## src/rtl/core/stmsc_pkg.sv

```systemverilog
// ----------------------------------------------------------------------------
// stmsc_pkg: shared types and constants
// Field widths, register indexes and reset values for the servo speed control.
// ----------------------------------------------------------------------------
package stmsc_pkg;

	localparam int ADC_BITS        = 10;
	localparam int SPEED_BITS      = 8;
	localparam int ADC_MAX         = (1 << ADC_BITS) - 1;
	localparam int MAX_SAMPLES_DEF = 16;
	localparam int MIN_COUNT       = 3;
	localparam int CNT_REG_W       = 5;
	localparam int CFG_IDX_W       = 4;
	localparam int CFG_DATA_W      = 8;
	localparam int QUEUE_DEPTH     = 2;

	typedef logic [ADC_BITS-1:0]   adc_t;
	typedef logic [SPEED_BITS-1:0] speed_t;
	typedef logic [CNT_REG_W-1:0]  count_reg_t;
	typedef logic [CFG_IDX_W-1:0]  cfg_idx_t;
	typedef logic [CFG_DATA_W-1:0] cfg_data_t;

	localparam cfg_idx_t REG_SAMPLE_COUNT = cfg_idx_t'(0);
	localparam cfg_idx_t REG_DEADBAND     = cfg_idx_t'(1);

	localparam count_reg_t SAMPLE_COUNT_RST = count_reg_t'(10);
	localparam speed_t     DEADBAND_RST     = speed_t'(10);

	// queue status seen by both sides
	typedef struct packed {
		logic full;
		logic empty;
	} qstat_t;

endpackage

```

## src/rtl/core/stmsc_ifs.sv

```systemverilog
// ----------------------------------------------------------------------------
// stmsc channel interfaces
// Sample input, result output and register write channels, valid/ready.
// ----------------------------------------------------------------------------
interface stmsc_in_if;
	import stmsc_pkg::*;
	logic valid;
	logic ready;
	adc_t feedback_sample;
	adc_t target_position;
	modport source(output valid, output feedback_sample, output target_position, input ready);
	modport sink(input valid, input feedback_sample, input target_position, output ready);
endinterface

interface stmsc_out_if;
	import stmsc_pkg::*;
	logic   valid;
	logic   ready;
	adc_t   measured_position;
	speed_t drive_speed;
	logic   drive_forward;
	logic   at_target;
	modport source(output valid, output measured_position, output drive_speed,
		output drive_forward, output at_target, input ready);
	modport sink(input valid, input measured_position, input drive_speed,
		input drive_forward, input at_target, output ready);
endinterface

interface stmsc_cfg_if;
	import stmsc_pkg::*;
	logic      valid;
	logic      ready;
	cfg_idx_t  index;
	cfg_data_t data;
	modport source(output valid, output index, output data, input ready);
	modport sink(input valid, input index, input data, output ready);
endinterface

```

## src/rtl/core/stmsc_front.sv

```systemverilog
// ----------------------------------------------------------------------------
// stmsc_front: sample accumulator
// Sums samples, tracks min and max, and pushes a job when a measurement closes.
// ----------------------------------------------------------------------------
module stmsc_front #(
	parameter int MAX_SAMPLES = stmsc_pkg::MAX_SAMPLES_DEF
) (
	input  logic                     clk,
	input  logic                     arst_n,
	stmsc_in_if.sink                 sample_in,
	input  stmsc_pkg::count_reg_t    sample_count,
	input  stmsc_pkg::qstat_t        qstat,
	output logic                     push,
	output logic [$clog2(MAX_SAMPLES*stmsc_pkg::ADC_MAX+1)+3*stmsc_pkg::ADC_BITS
		+$clog2(MAX_SAMPLES+1)-1:0] job
);
	import stmsc_pkg::*;

	localparam int CW   = $clog2(MAX_SAMPLES + 1);
	localparam int SW   = $clog2(MAX_SAMPLES * ADC_MAX + 1);
	localparam int CMPW = (CW > CNT_REG_W) ? CW : CNT_REG_W;

	logic [CW-1:0] taken_q, taken_nx;
	logic [SW-1:0] sum_q, sum_nx;
	adc_t          min_q, min_nx, max_q, max_nx;
	logic          accept, done;

	assign sample_in.ready = !qstat.full;
	assign accept = sample_in.valid && sample_in.ready;

	assign taken_nx = taken_q + CW'(1);
	assign sum_nx   = sum_q + SW'(sample_in.feedback_sample);
	assign min_nx   = (sample_in.feedback_sample < min_q) ? sample_in.feedback_sample : min_q;
	assign max_nx   = (sample_in.feedback_sample > max_q) ? sample_in.feedback_sample : max_q;

	// count clamped to [3, MAX_SAMPLES]; a count lowered mid-measurement closes on next sample
	assign done = (taken_nx >= CW'(MIN_COUNT)) &&
		((CMPW'(taken_nx) >= CMPW'(sample_count)) || (taken_nx == CW'(MAX_SAMPLES)));

	assign push = accept && done;
	assign job  = {sum_nx, min_nx, max_nx, taken_nx, sample_in.target_position};

	always_ff @(posedge clk or negedge arst_n) begin
		if (!arst_n) begin
			taken_q <= '0;
			sum_q   <= '0;
			min_q   <= adc_t'(ADC_MAX);
			max_q   <= '0;
		end else if (accept) begin
			if (done) begin
				taken_q <= '0;
				sum_q   <= '0;
				min_q   <= adc_t'(ADC_MAX);
				max_q   <= '0;
			end else begin
				taken_q <= taken_nx;
				sum_q   <= sum_nx;
				min_q   <= min_nx;
				max_q   <= max_nx;
			end
		end
	end

endmodule

```

## src/rtl/core/stmsc_queue.sv

```systemverilog
// ----------------------------------------------------------------------------
// stmsc_queue: job queue
// Small register FIFO between the accumulator and the compute engine.
// ----------------------------------------------------------------------------
module stmsc_queue #(
	parameter int WIDTH = 1,
	parameter int DEPTH = stmsc_pkg::QUEUE_DEPTH
) (
	input  logic              clk,
	input  logic              arst_n,
	input  logic              push,
	input  logic [WIDTH-1:0]  push_data,
	input  logic              pop,
	output logic [WIDTH-1:0]  pop_data,
	output stmsc_pkg::qstat_t qstat
);
	import stmsc_pkg::*;

	localparam int PW = (DEPTH > 1) ? $clog2(DEPTH) : 1;
	localparam int NW = $clog2(DEPTH + 1);

	logic [WIDTH-1:0] mem_q [DEPTH];
	logic [PW-1:0]    wr_q, rd_q;
	logic [NW-1:0]    fill_q;

	assign qstat.full  = (fill_q == NW'(DEPTH));
	assign qstat.empty = (fill_q == '0);
	assign pop_data    = mem_q[rd_q];

	always_ff @(posedge clk) begin
		if (push) begin
			mem_q[wr_q] <= push_data;
		end
	end

	always_ff @(posedge clk or negedge arst_n) begin
		if (!arst_n) begin
			wr_q   <= '0;
			rd_q   <= '0;
			fill_q <= '0;
		end else begin
			if (push) begin
				wr_q <= (wr_q == PW'(DEPTH - 1)) ? '0 : wr_q + PW'(1);
			end
			if (pop) begin
				rd_q <= (rd_q == PW'(DEPTH - 1)) ? '0 : rd_q + PW'(1);
			end
			if (push && !pop) begin
				fill_q <= fill_q + NW'(1);
			end else if (pop && !push) begin
				fill_q <= fill_q - NW'(1);
			end
		end
	end

endmodule

```

## src/rtl/core/stmsc_back.sv

```systemverilog
// ----------------------------------------------------------------------------
// stmsc_back: measurement engine
// Trimmed-mean division, error scaling, deadband and the result register.
// ----------------------------------------------------------------------------
module stmsc_back #(
	parameter int MAX_SAMPLES = stmsc_pkg::MAX_SAMPLES_DEF
) (
	input  logic                  clk,
	input  logic                  arst_n,
	input  logic [$clog2(MAX_SAMPLES*stmsc_pkg::ADC_MAX+1)+3*stmsc_pkg::ADC_BITS
		+$clog2(MAX_SAMPLES+1)-1:0] job,
	input  stmsc_pkg::qstat_t     qstat,
	output logic                  pop,
	input  stmsc_pkg::speed_t     deadband_speed,
	stmsc_out_if.source           result_out
);
	import stmsc_pkg::*;

	localparam int CW   = $clog2(MAX_SAMPLES + 1);
	localparam int SW   = $clog2(MAX_SAMPLES * ADC_MAX + 1);
	localparam int ITW  = $clog2(ADC_BITS);
	localparam int PRW  = ADC_BITS + SPEED_BITS;

	typedef enum logic [2:0] {IDLE, DIV, ERR, MUL, FIN} state_t;

	state_t          state_q;
	logic [CW-1:0]   div_q, rem_q;
	adc_t            quo_q, target_q, err_q;
	logic [ITW-1:0]  cnt_q;
	logic            fwd_q, hit_q;
	logic [PRW-1:0]  prod_q;
	logic            ov_q;
	adc_t            mpos_q;
	speed_t          speed_q;
	logic            dfwd_q, hit_out_q;

	// job fields
	logic [SW-1:0]   j_sum;
	adc_t            j_min, j_max, j_target;
	logic [CW-1:0]   j_taken;
	logic [SW-1:0]   num;

	// divider step
	logic [CW+1:0]   diff;

	// speed path
	adc_t            scaled;
	speed_t          q0, spd, spd_db;
	logic [ADC_BITS:0] rsum;
	logic            load_out;

	assign {j_sum, j_min, j_max, j_taken, j_target} = job;
	assign num = j_sum - SW'(j_min) - SW'(j_max);
	assign pop = (state_q == IDLE) && !qstat.empty;

	// restoring division, one quotient bit per cycle; quotient shifts into quo_q
	assign diff = {1'b0, rem_q, quo_q[ADC_BITS-1]} - {2'b00, div_q};

	// saturate 2*err at full scale
	assign scaled = err_q[ADC_BITS-1] ? adc_t'(ADC_MAX) : {err_q[ADC_BITS-2:0], 1'b0};

	// prod / 1023: estimate by >>10, remainder stays below 2*1023, one correction
	assign q0     = prod_q[PRW-1:ADC_BITS];
	assign rsum   = {1'b0, prod_q[ADC_BITS-1:0]} + (ADC_BITS+1)'(q0);
	assign spd    = q0 + speed_t'(rsum >= (ADC_BITS+1)'(ADC_MAX));
	assign spd_db = (spd < deadband_speed) ? '0 : spd;

	assign load_out = (state_q == FIN) && (!ov_q || result_out.ready);

	assign result_out.valid             = ov_q;
	assign result_out.measured_position = mpos_q;
	assign result_out.drive_speed       = speed_q;
	assign result_out.drive_forward     = dfwd_q;
	assign result_out.at_target         = hit_out_q;

	always_ff @(posedge clk or negedge arst_n) begin
		if (!arst_n) begin
			state_q   <= IDLE;
			ov_q      <= 1'b0;
			div_q     <= '0;
			rem_q     <= '0;
			quo_q     <= '0;
			target_q  <= '0;
			err_q     <= '0;
			cnt_q     <= '0;
			fwd_q     <= 1'b0;
			hit_q     <= 1'b0;
			prod_q    <= '0;
			mpos_q    <= '0;
			speed_q   <= '0;
			dfwd_q    <= 1'b0;
			hit_out_q <= 1'b0;
		end else begin
			// result register: a new load wins over the drain of the old one
			if (load_out) begin
				ov_q <= 1'b1;
			end else if (ov_q && result_out.ready) begin
				ov_q <= 1'b0;
			end
			unique case (state_q)
				IDLE: begin
					if (pop) begin
						rem_q    <= CW'(num >> ADC_BITS);
						quo_q    <= num[ADC_BITS-1:0];
						div_q    <= j_taken - CW'(2);
						target_q <= j_target;
						cnt_q    <= '0;
						state_q  <= DIV;
					end
				end
				DIV: begin
					if (!diff[CW+1]) begin
						rem_q <= diff[CW-1:0];
						quo_q <= {quo_q[ADC_BITS-2:0], 1'b1};
					end else begin
						rem_q <= {rem_q[CW-2:0], quo_q[ADC_BITS-1]};
						quo_q <= {quo_q[ADC_BITS-2:0], 1'b0};
					end
					cnt_q <= cnt_q + ITW'(1);
					if (cnt_q == ITW'(ADC_BITS - 1)) begin
						state_q <= ERR;
					end
				end
				ERR: begin
					hit_q   <= (quo_q == target_q);
					fwd_q   <= (quo_q > target_q);
					err_q   <= (quo_q > target_q) ? quo_q - target_q : target_q - quo_q;
					state_q <= MUL;
				end
				MUL: begin
					// x*255 as x*256 - x
					prod_q  <= {scaled, {SPEED_BITS{1'b0}}} - PRW'(scaled);
					state_q <= FIN;
				end
				FIN: begin
					if (load_out) begin
						mpos_q    <= quo_q;
						speed_q   <= hit_q ? '0 : spd_db;
						dfwd_q    <= fwd_q;
						hit_out_q <= hit_q;
						state_q   <= IDLE;
					end
				end
				default: state_q <= IDLE;
			endcase
		end
	end

endmodule

```

## src/rtl/core/servo_trimmed_mean_speed_control.sv

```systemverilog
// ----------------------------------------------------------------------------
// servo_trimmed_mean_speed_control: servo position measurement and drive
// Trimmed-mean position from ADC samples, proportional speed with deadband.
// ----------------------------------------------------------------------------
// Usage:
//  sample_in   one feedback ADC reading plus target per transfer. Accepted in
//              every cycle while the job queue has room.
//  result_out  one transfer per measurement (every sample_count samples,
//              clamped to 3..MAX_SAMPLES): trimmed mean, speed, direction and
//              at_target.
//  cfg         register writes, always ready; index 0 sample_count, index 1
//              deadband_speed. Write only while the block is idle.
// Sequence: the closing sample enters the queue at once; the engine then loads
//  the job, runs the bit-serial divider for ADC_BITS (10) quotient bits, forms
//  the error and the scaled product, and fills the result register, which
//  raises result valid.
// The engine pops no new job before the last one has reached the result register.
//  With the 2-entry queue the front keeps taking samples while the engine works.
// Reset clears the accumulation, empties the queue and loads both registers
//  with 10. A stalled receiver holds the result register; the engine then
//  waits, the queue fills, and sample_in drops ready.
// ----------------------------------------------------------------------------
module servo_trimmed_mean_speed_control #(
	parameter int MAX_SAMPLES = stmsc_pkg::MAX_SAMPLES_DEF
) (
	input  logic         clk,
	input  logic         arst_n,
	stmsc_in_if.sink     sample_in,
	stmsc_out_if.source  result_out,
	stmsc_cfg_if.sink    cfg
);
	import stmsc_pkg::*;

	localparam int CW    = $clog2(MAX_SAMPLES + 1);
	localparam int SW    = $clog2(MAX_SAMPLES * ADC_MAX + 1);
	localparam int JOB_W = SW + 3 * ADC_BITS + CW;

	// configuration registers
	count_reg_t sample_count_q;
	speed_t     deadband_q;

	// front/back hand-off
	logic             push, pop;
	logic [JOB_W-1:0] push_job, pop_job;
	qstat_t           qstat;

	assign cfg.ready = 1'b1;

	always_ff @(posedge clk or negedge arst_n) begin
		if (!arst_n) begin
			sample_count_q <= SAMPLE_COUNT_RST;
			deadband_q     <= DEADBAND_RST;
		end else if (cfg.valid) begin
			unique case (cfg.index)
				REG_SAMPLE_COUNT: sample_count_q <= cfg.data[CNT_REG_W-1:0];
				REG_DEADBAND:     deadband_q     <= cfg.data[SPEED_BITS-1:0];
				default:          ; // unmapped index: write dropped
			endcase
		end
	end

	// front: accumulate samples, close a measurement into one job
	stmsc_front #(
		.MAX_SAMPLES(MAX_SAMPLES)
	) u_front (
		.clk         (clk),
		.arst_n      (arst_n),
		.sample_in   (sample_in),
		.sample_count(sample_count_q),
		.qstat       (qstat),
		.push        (push),
		.job         (push_job)
	);

	// decouples sample intake from the multi-cycle engine
	stmsc_queue #(
		.WIDTH(JOB_W),
		.DEPTH(QUEUE_DEPTH)
	) u_queue (
		.clk      (clk),
		.arst_n   (arst_n),
		.push     (push),
		.push_data(push_job),
		.pop      (pop),
		.pop_data (pop_job),
		.qstat    (qstat)
	);

	// back: divide, scale, deadband, hold result until transfer
	stmsc_back #(
		.MAX_SAMPLES(MAX_SAMPLES)
	) u_back (
		.clk           (clk),
		.arst_n        (arst_n),
		.job           (pop_job),
		.qstat         (qstat),
		.pop           (pop),
		.deadband_speed(deadband_q),
		.result_out    (result_out)
	);

endmodule
```

## src/flat_wrapper.sv

```systemverilog
// flat-port wrapper written by rule: the top's interface ports become plain ports
module servo_trimmed_mean_speed_control_flat import stmsc_pkg::*;
#(
	parameter int MAX_SAMPLES = stmsc_pkg::MAX_SAMPLES_DEF
)
  (clk, arst_n, sample_in_valid, sample_in_feedback_sample, sample_in_target_position, sample_in_ready, result_out_valid, result_out_measured_position, result_out_drive_speed, result_out_drive_forward, result_out_at_target, result_out_ready, cfg_valid, cfg_index, cfg_data, cfg_ready);
  stmsc_in_if sample_in_i ();
  stmsc_out_if result_out_i ();
  stmsc_cfg_if cfg_i ();
  input  logic clk;
  input  logic arst_n;
  input wire logic [$bits(sample_in_i.valid)-1:0] sample_in_valid;
  input wire logic [$bits(sample_in_i.feedback_sample)-1:0] sample_in_feedback_sample;
  input wire logic [$bits(sample_in_i.target_position)-1:0] sample_in_target_position;
  output wire logic [$bits(sample_in_i.ready)-1:0] sample_in_ready;
  output wire logic [$bits(result_out_i.valid)-1:0] result_out_valid;
  output wire logic [$bits(result_out_i.measured_position)-1:0] result_out_measured_position;
  output wire logic [$bits(result_out_i.drive_speed)-1:0] result_out_drive_speed;
  output wire logic [$bits(result_out_i.drive_forward)-1:0] result_out_drive_forward;
  output wire logic [$bits(result_out_i.at_target)-1:0] result_out_at_target;
  input wire logic [$bits(result_out_i.ready)-1:0] result_out_ready;
  input wire logic [$bits(cfg_i.valid)-1:0] cfg_valid;
  input wire logic [$bits(cfg_i.index)-1:0] cfg_index;
  input wire logic [$bits(cfg_i.data)-1:0] cfg_data;
  output wire logic [$bits(cfg_i.ready)-1:0] cfg_ready;
  assign sample_in_i.valid = sample_in_valid;
  assign sample_in_i.feedback_sample = sample_in_feedback_sample;
  assign sample_in_i.target_position = sample_in_target_position;
  assign sample_in_ready = sample_in_i.ready;
  assign result_out_valid = result_out_i.valid;
  assign result_out_measured_position = result_out_i.measured_position;
  assign result_out_drive_speed = result_out_i.drive_speed;
  assign result_out_drive_forward = result_out_i.drive_forward;
  assign result_out_at_target = result_out_i.at_target;
  assign result_out_i.ready = result_out_ready;
  assign cfg_i.valid = cfg_valid;
  assign cfg_i.index = cfg_index;
  assign cfg_i.data = cfg_data;
  assign cfg_ready = cfg_i.ready;
  servo_trimmed_mean_speed_control #(.MAX_SAMPLES(MAX_SAMPLES)) u_core (.clk(clk), .arst_n(arst_n), .sample_in(sample_in_i), .result_out(result_out_i), .cfg(cfg_i));
endmodule
```

## config.mk

```make
export PLATFORM = sky130hd
export DESIGN_NAME = servo_trimmed_mean_speed_control_flat
export DESIGN_NICKNAME = d
export VERILOG_FILES = /design/src/rtl/core/stmsc_pkg.sv /design/src/rtl/core/stmsc_ifs.sv /design/src/rtl/core/stmsc_front.sv /design/src/rtl/core/stmsc_queue.sv /design/src/rtl/core/stmsc_back.sv /design/src/rtl/core/servo_trimmed_mean_speed_control.sv /design/src/flat_wrapper.sv
export SDC_FILE = /design/constraint.sdc
export NUM_CORES = 1
export LEC_CHECK = 0
export BUFFER_PORTS_ARGS = -buffer_cell sky130_fd_sc_hd__buf_2
export CAP_MARGIN = 10
export CORE_ASPECT_RATIO = 0.75
export CORE_MARGIN = 2
export CORE_UTILIZATION = 35
export CTS_BUF_LIST = sky130_fd_sc_hd__clkbuf_4 sky130_fd_sc_hd__clkbuf_8
export CTS_CLUSTER_SIZE = 10
export DETAILED_ROUTE_END_ITERATION = 7
export GPL_TIMING_DRIVEN = 1
export PLACE_DENSITY = 0.59
export SYNTH_ARGS = -nofsm -noshare
export SYNTH_HDL_FRONTEND = slang
export SYNTH_SLANG_ARGS = --single-unit
```

## constraint.sdc

```tcl
create_clock -name clk -period 17.2 [get_ports clk]
set_input_delay 0.86 -clock clk [delete_from_list [all_inputs] [get_ports clk]]
set_output_delay 0.86 -clock clk [all_outputs]
set_load 0.005 [all_outputs]
```

==> run summary <==
The flow ran to the end, and the final reports show no timing, DRC or antenna violations. The number of clock buffers inserted by TritonCTS is 41. The peak fanout along the critical path came out at 8. The number of setup buffers added after CTS came out at 0. The layout net count is 1,420. The clock tree synthesis step divided the H-tree into 2 levels. The number of global-route vias before repair is 8,989. The synthesis-to-layout area growth is 12.9%. The number of hold violations in the final report is 0. Synthesis inferred 242 register bits. The post-cts resize count is 0. After routing, the total negative slack on setup checks comes to 0 ns. In the final layout, the share of cells above drive strength 1 is 0.163. The number of rows in the core area came out at 61.

The die width came out at 228 um. The cell at the root of the clock tree is clkbuf_8. The max-capacitance violation count came out at 0. The boundary pin count came out at 60. The worst path in the final design needs a cycle of 4.57 ns, including I/O delays and setup. The share of synthesized flip-flops with an asynchronous set or reset came out at 0.595.

The initial antenna violation count came to 0. Timing would allow up to 219 MHz. The core outline area is 0.0371 mm^2.

The worst slew margin relative to its limit is 0.237. Entering global routing, the biggest net connects 87 pins. Setup repair after global routing left no endpoint under its margin. The static leakage is 6.58 nW. The clock sink total came out at 242. The synthesized instance count is 1,210. Dividing the detail-routed wire length by the instance count gives 15.9 um. Among all flip-flop cells after synthesis, the most frequent one is dfrtp_1. In the global route stage, overall resource usage came out at 0.149. The DRC violation total after the first TritonRoute iteration is 546. The largest stage delay on the critical path is 0.65 ns. By area the synthesized netlist is led by dfrtp_1 (25%), edfxtp_1 (22%), ha_1 (9.0%), o21ai_0 (4.4%), nand2_1 (3.4%). The initial core utilization is 0.356. The total count of max-transition violations in the final report came out at 0. The routability congestion estimate from global placement came out at 0.876. The maximum buffer depth of the clock tree is 3.

The total power is 3.37 mW. The source-to-sink clock delay at the later pin of the worst-skew pair is 0.56 ns. Of the synthesized area, sequential elements account for 0.497. The peak supply drop is 0.0859 mV. The portion of the clock cycle consumed by the worst path in the final layout is 0.266.

Averaged over all synthesized cells, the footprint is 10.9 um^2. The clock tree from TritonCTS is yes. The total detailed-routing wirelength came out at 28,900 um. In the layout the commonest cells are dfrtp_1 (129), nand2_1 (121), o21ai_0 (115).

The worst setup path is captured at a flop. The startpoint type of the worst setup path is a flop. The number of antenna diodes came out at 0. The final antenna-violating net count is 0. The total congestion overflow is 0. Setup violations remaining at the end of the flow were counted as 0. The Yosys step of the flow raised 0 warnings. In this run the power density over the cells is 226 mW/mm^2.

The detailed-routing iteration count for the pre-antenna-repair pass came out at 5. The worst register-to-register path begins at u_core.u_back.prod_q[10]$_DFFE_PN0P_. The number of enable flip-flop cells after synthesis is 98. For the worst setup path, the data arrival time is 4.98 ns. The post-synthesis cell area is 0.0132 mm^2. The slew at the pin closest to its max-slew limit came out at 1.15 ns. Detailed routing inserted a total of 9,062 vias. The sum of net half-perimeters after detailed placement came out at 20,500 um. Across the routed clock network, the largest skew measured is 0.0226 ns. The number of I/O port buffers came out at 58. For this run, design rule violations remaining after detail routing come to 0. The critical path required time came out at 17.61 ns.

After detailed routing, the number of vias per cell comes to 5.01. The largest individual stage delay along the critical path comes from the cell o41ai_2. The dominant cell type by area after synthesis is dfrtp_1. The number of buffers and inverters on the critical path is 1.

The library cell used most frequently in the layout, excluding fill and tap cells, is dfrtp_1. Walking the worst path, the cells encountered are ha_1 -> inv_1 -> fa_1 -> a211oi_1 -> nand4_1 -> or4_1 -> o31ai_1 -> ha_1 -> ha_1 -> ha_1 -> a21o_1 -> a21o_1 -> a21oi_1 -> nor2_1 -> o41ai_2 -> o21ai_0. The clock edge transition at the registers on the reported setup and hold paths is 0.06 ns. The top cell family by delay on the critical path is compound AO/OA/AOI/OAI gates. The global-route wire length before repair is 47,300 um. The critical path class is reg -> reg. The final-layout fill cell count is 3,627. The type of the worst min-delay path is in -> async. In this run the worst setup path begins at u_core.u_back.prod_q[10]$_DFFE_PN0P_. The hold buffer count at cts came out at 0. The top-area cell type share of the netlist area is 0.247. The floorplan step set the die height to 172 um. Among the stages of the critical path, the cell type that occurs most often is ha_1. The number of nets in the synthesized netlist came out at 1,357. The number of distinct library cell variants in the gate-level netlist after synthesis is 67.

The area of the die came out at 0.0393 mm^2.
## synthesized netlist by cell type (all sizes together), types with 11 or more instances
master,instances
a31oi,12
fa,15
nand2,123
dfstp,14
nor2,50
edfxtp,98
a22o,26
nand2b,14
mux2i,43
a21oi,46
a211oi,16
nand3,27
o22a,11
xor2,27
ha,95
a21o,24
xnor2,35
mux2,32
o21ai,117
clkbuf,34
nor3,17
buf,16
dfrtp,130
inv,85
## routing by layer
layer,vias up,global-route usage,wire (um),part of all wire
met1,4394,0.214,14700,0.51
met4,0,0.0392,410,0.014
met5,-,0,0,0
met2,158,0.229,12400,0.43
met3,32,0.0298,1380,0.048
li1,4478,-,-,-
## sequential cells by signal, summed over array words and instances (netlist names), 2 cells and up
| signal | flops |
|---|---|
| u_core.u_back.cnt_q | 4 |
| u_core.u_back.div_q | 5 |
| u_core.u_back.rem_q | 5 |
| u_core.u_front.sum_q | 14 |
| u_core.u_queue.fill_q | 2 |
| u_core.sample_count_q | 5 |
| u_core.u_front.min_q | 10 |
| u_core.u_front.taken_q | 5 |
| u_core.u_back.prod_q | 18 |
| u_core.u_back.err_q | 10 |
| u_core.u_queue.mem_q | 98 |
| u_core.deadband_q | 8 |
| u_core.u_back.target_q | 10 |
| u_core.u_back.result_out.drive_speed | 8 |
| u_core.u_back.result_out.measured_position | 10 |
| u_core.u_back.quo_q | 10 |
| u_core.u_front.max_q | 10 |
| u_core.u_back.state_q | 3 |
## cell families after synthesis
kind of cell	synth area share
flip-flops	0.497
AO/OA/AOI/OAI	0.147
buffers and inverters	0.0412
multiplexers	0.0599
adder cells (fa/ha/maj)	0.113
other	0.000284
AND/OR/NAND/NOR	0.100
XOR/XNOR	0.0412
## metrics by stage
step | utilization | instances | area, um^2 | setup slack, ns | hold WS, ns
after global routing | 0.402 | 1810 | 14900 | 12.23 | 0.406
final | 0.402 | 1810 | 14900 | 12.63 | 0.331
after CTS | 0.402 | 1810 | 14900 | 12.68 | 0.371
after detailed placement | 0.378 | 1734 | 14000 | 12.68 | 0.466
after floorplan | - | 1210 | 13200 | 11.35 | 0.446
after global placement | 0.378 | 1734 | 14000 | 12.78 | 0.458
## layout make-up
| cell class | count | area [um^2] | area share |
|---|---|---|---|
| flip-flops and latches | 242 | 6570 | 0.441 |
| multi-input cells | 833 | 6100 | 0.410 |
| clock buffers | 52 | 672 | 0.0451 |
| well taps | 504 | 631 | 0.0423 |
| repair buffers | 70 | 387 | 0.0260 |
| inverters | 85 | 319 | 0.0214 |
| clock inverters | 24 | 221 | 0.0149 |
## worst reg2reg max path, delay by kind of cell, from the launching register on
family | cells | cell delay (ns)
AO/OA/AOI/OAI | 7 | 1.82
AND/OR/NAND/NOR | 3 | 0.71
buffers and inverters | 1 | 0.08
flip-flops | 1 | 0.40
adder cells (fa/ha/maj) | 5 | 1.42
## worst paths after layout
| check | endpoint | slack, ns | cells after the start |
|---|---|---|---|
| min reg2reg | u_core.u_back.result_out.measured_position[2]$_DFFE_PN0P_ | 0.47 | 2 |
| max in group asynchronous | u_core.u_queue.rd_q$_DFFE_PN0P_ | 15.55 | 2 |
| min | u_core.u_back.prod_q[4]$_DFFE_PN0P_ | 0.33 | 1 |
| max reg2reg | u_core.u_back.result_out.drive_speed[3]$_DFFE_PN0P_ | 12.63 | 16 |
| min in group clk | u_core.u_back.result_out.measured_position[2]$_DFFE_PN0P_ | 0.47 | 2 |
| max | u_core.u_back.result_out.drive_speed[3]$_DFFE_PN0P_ | 12.63 | 16 |
## power by group
group / leakage [nW] / switching, mW / internal [mW]
clock: 0.463 / 0.242 / 0.319
combinational: 3.40 / 1.04 / 0.755
sequential: 2.71 / 0.143 / 0.862
(Power assumes the default switching activity.)
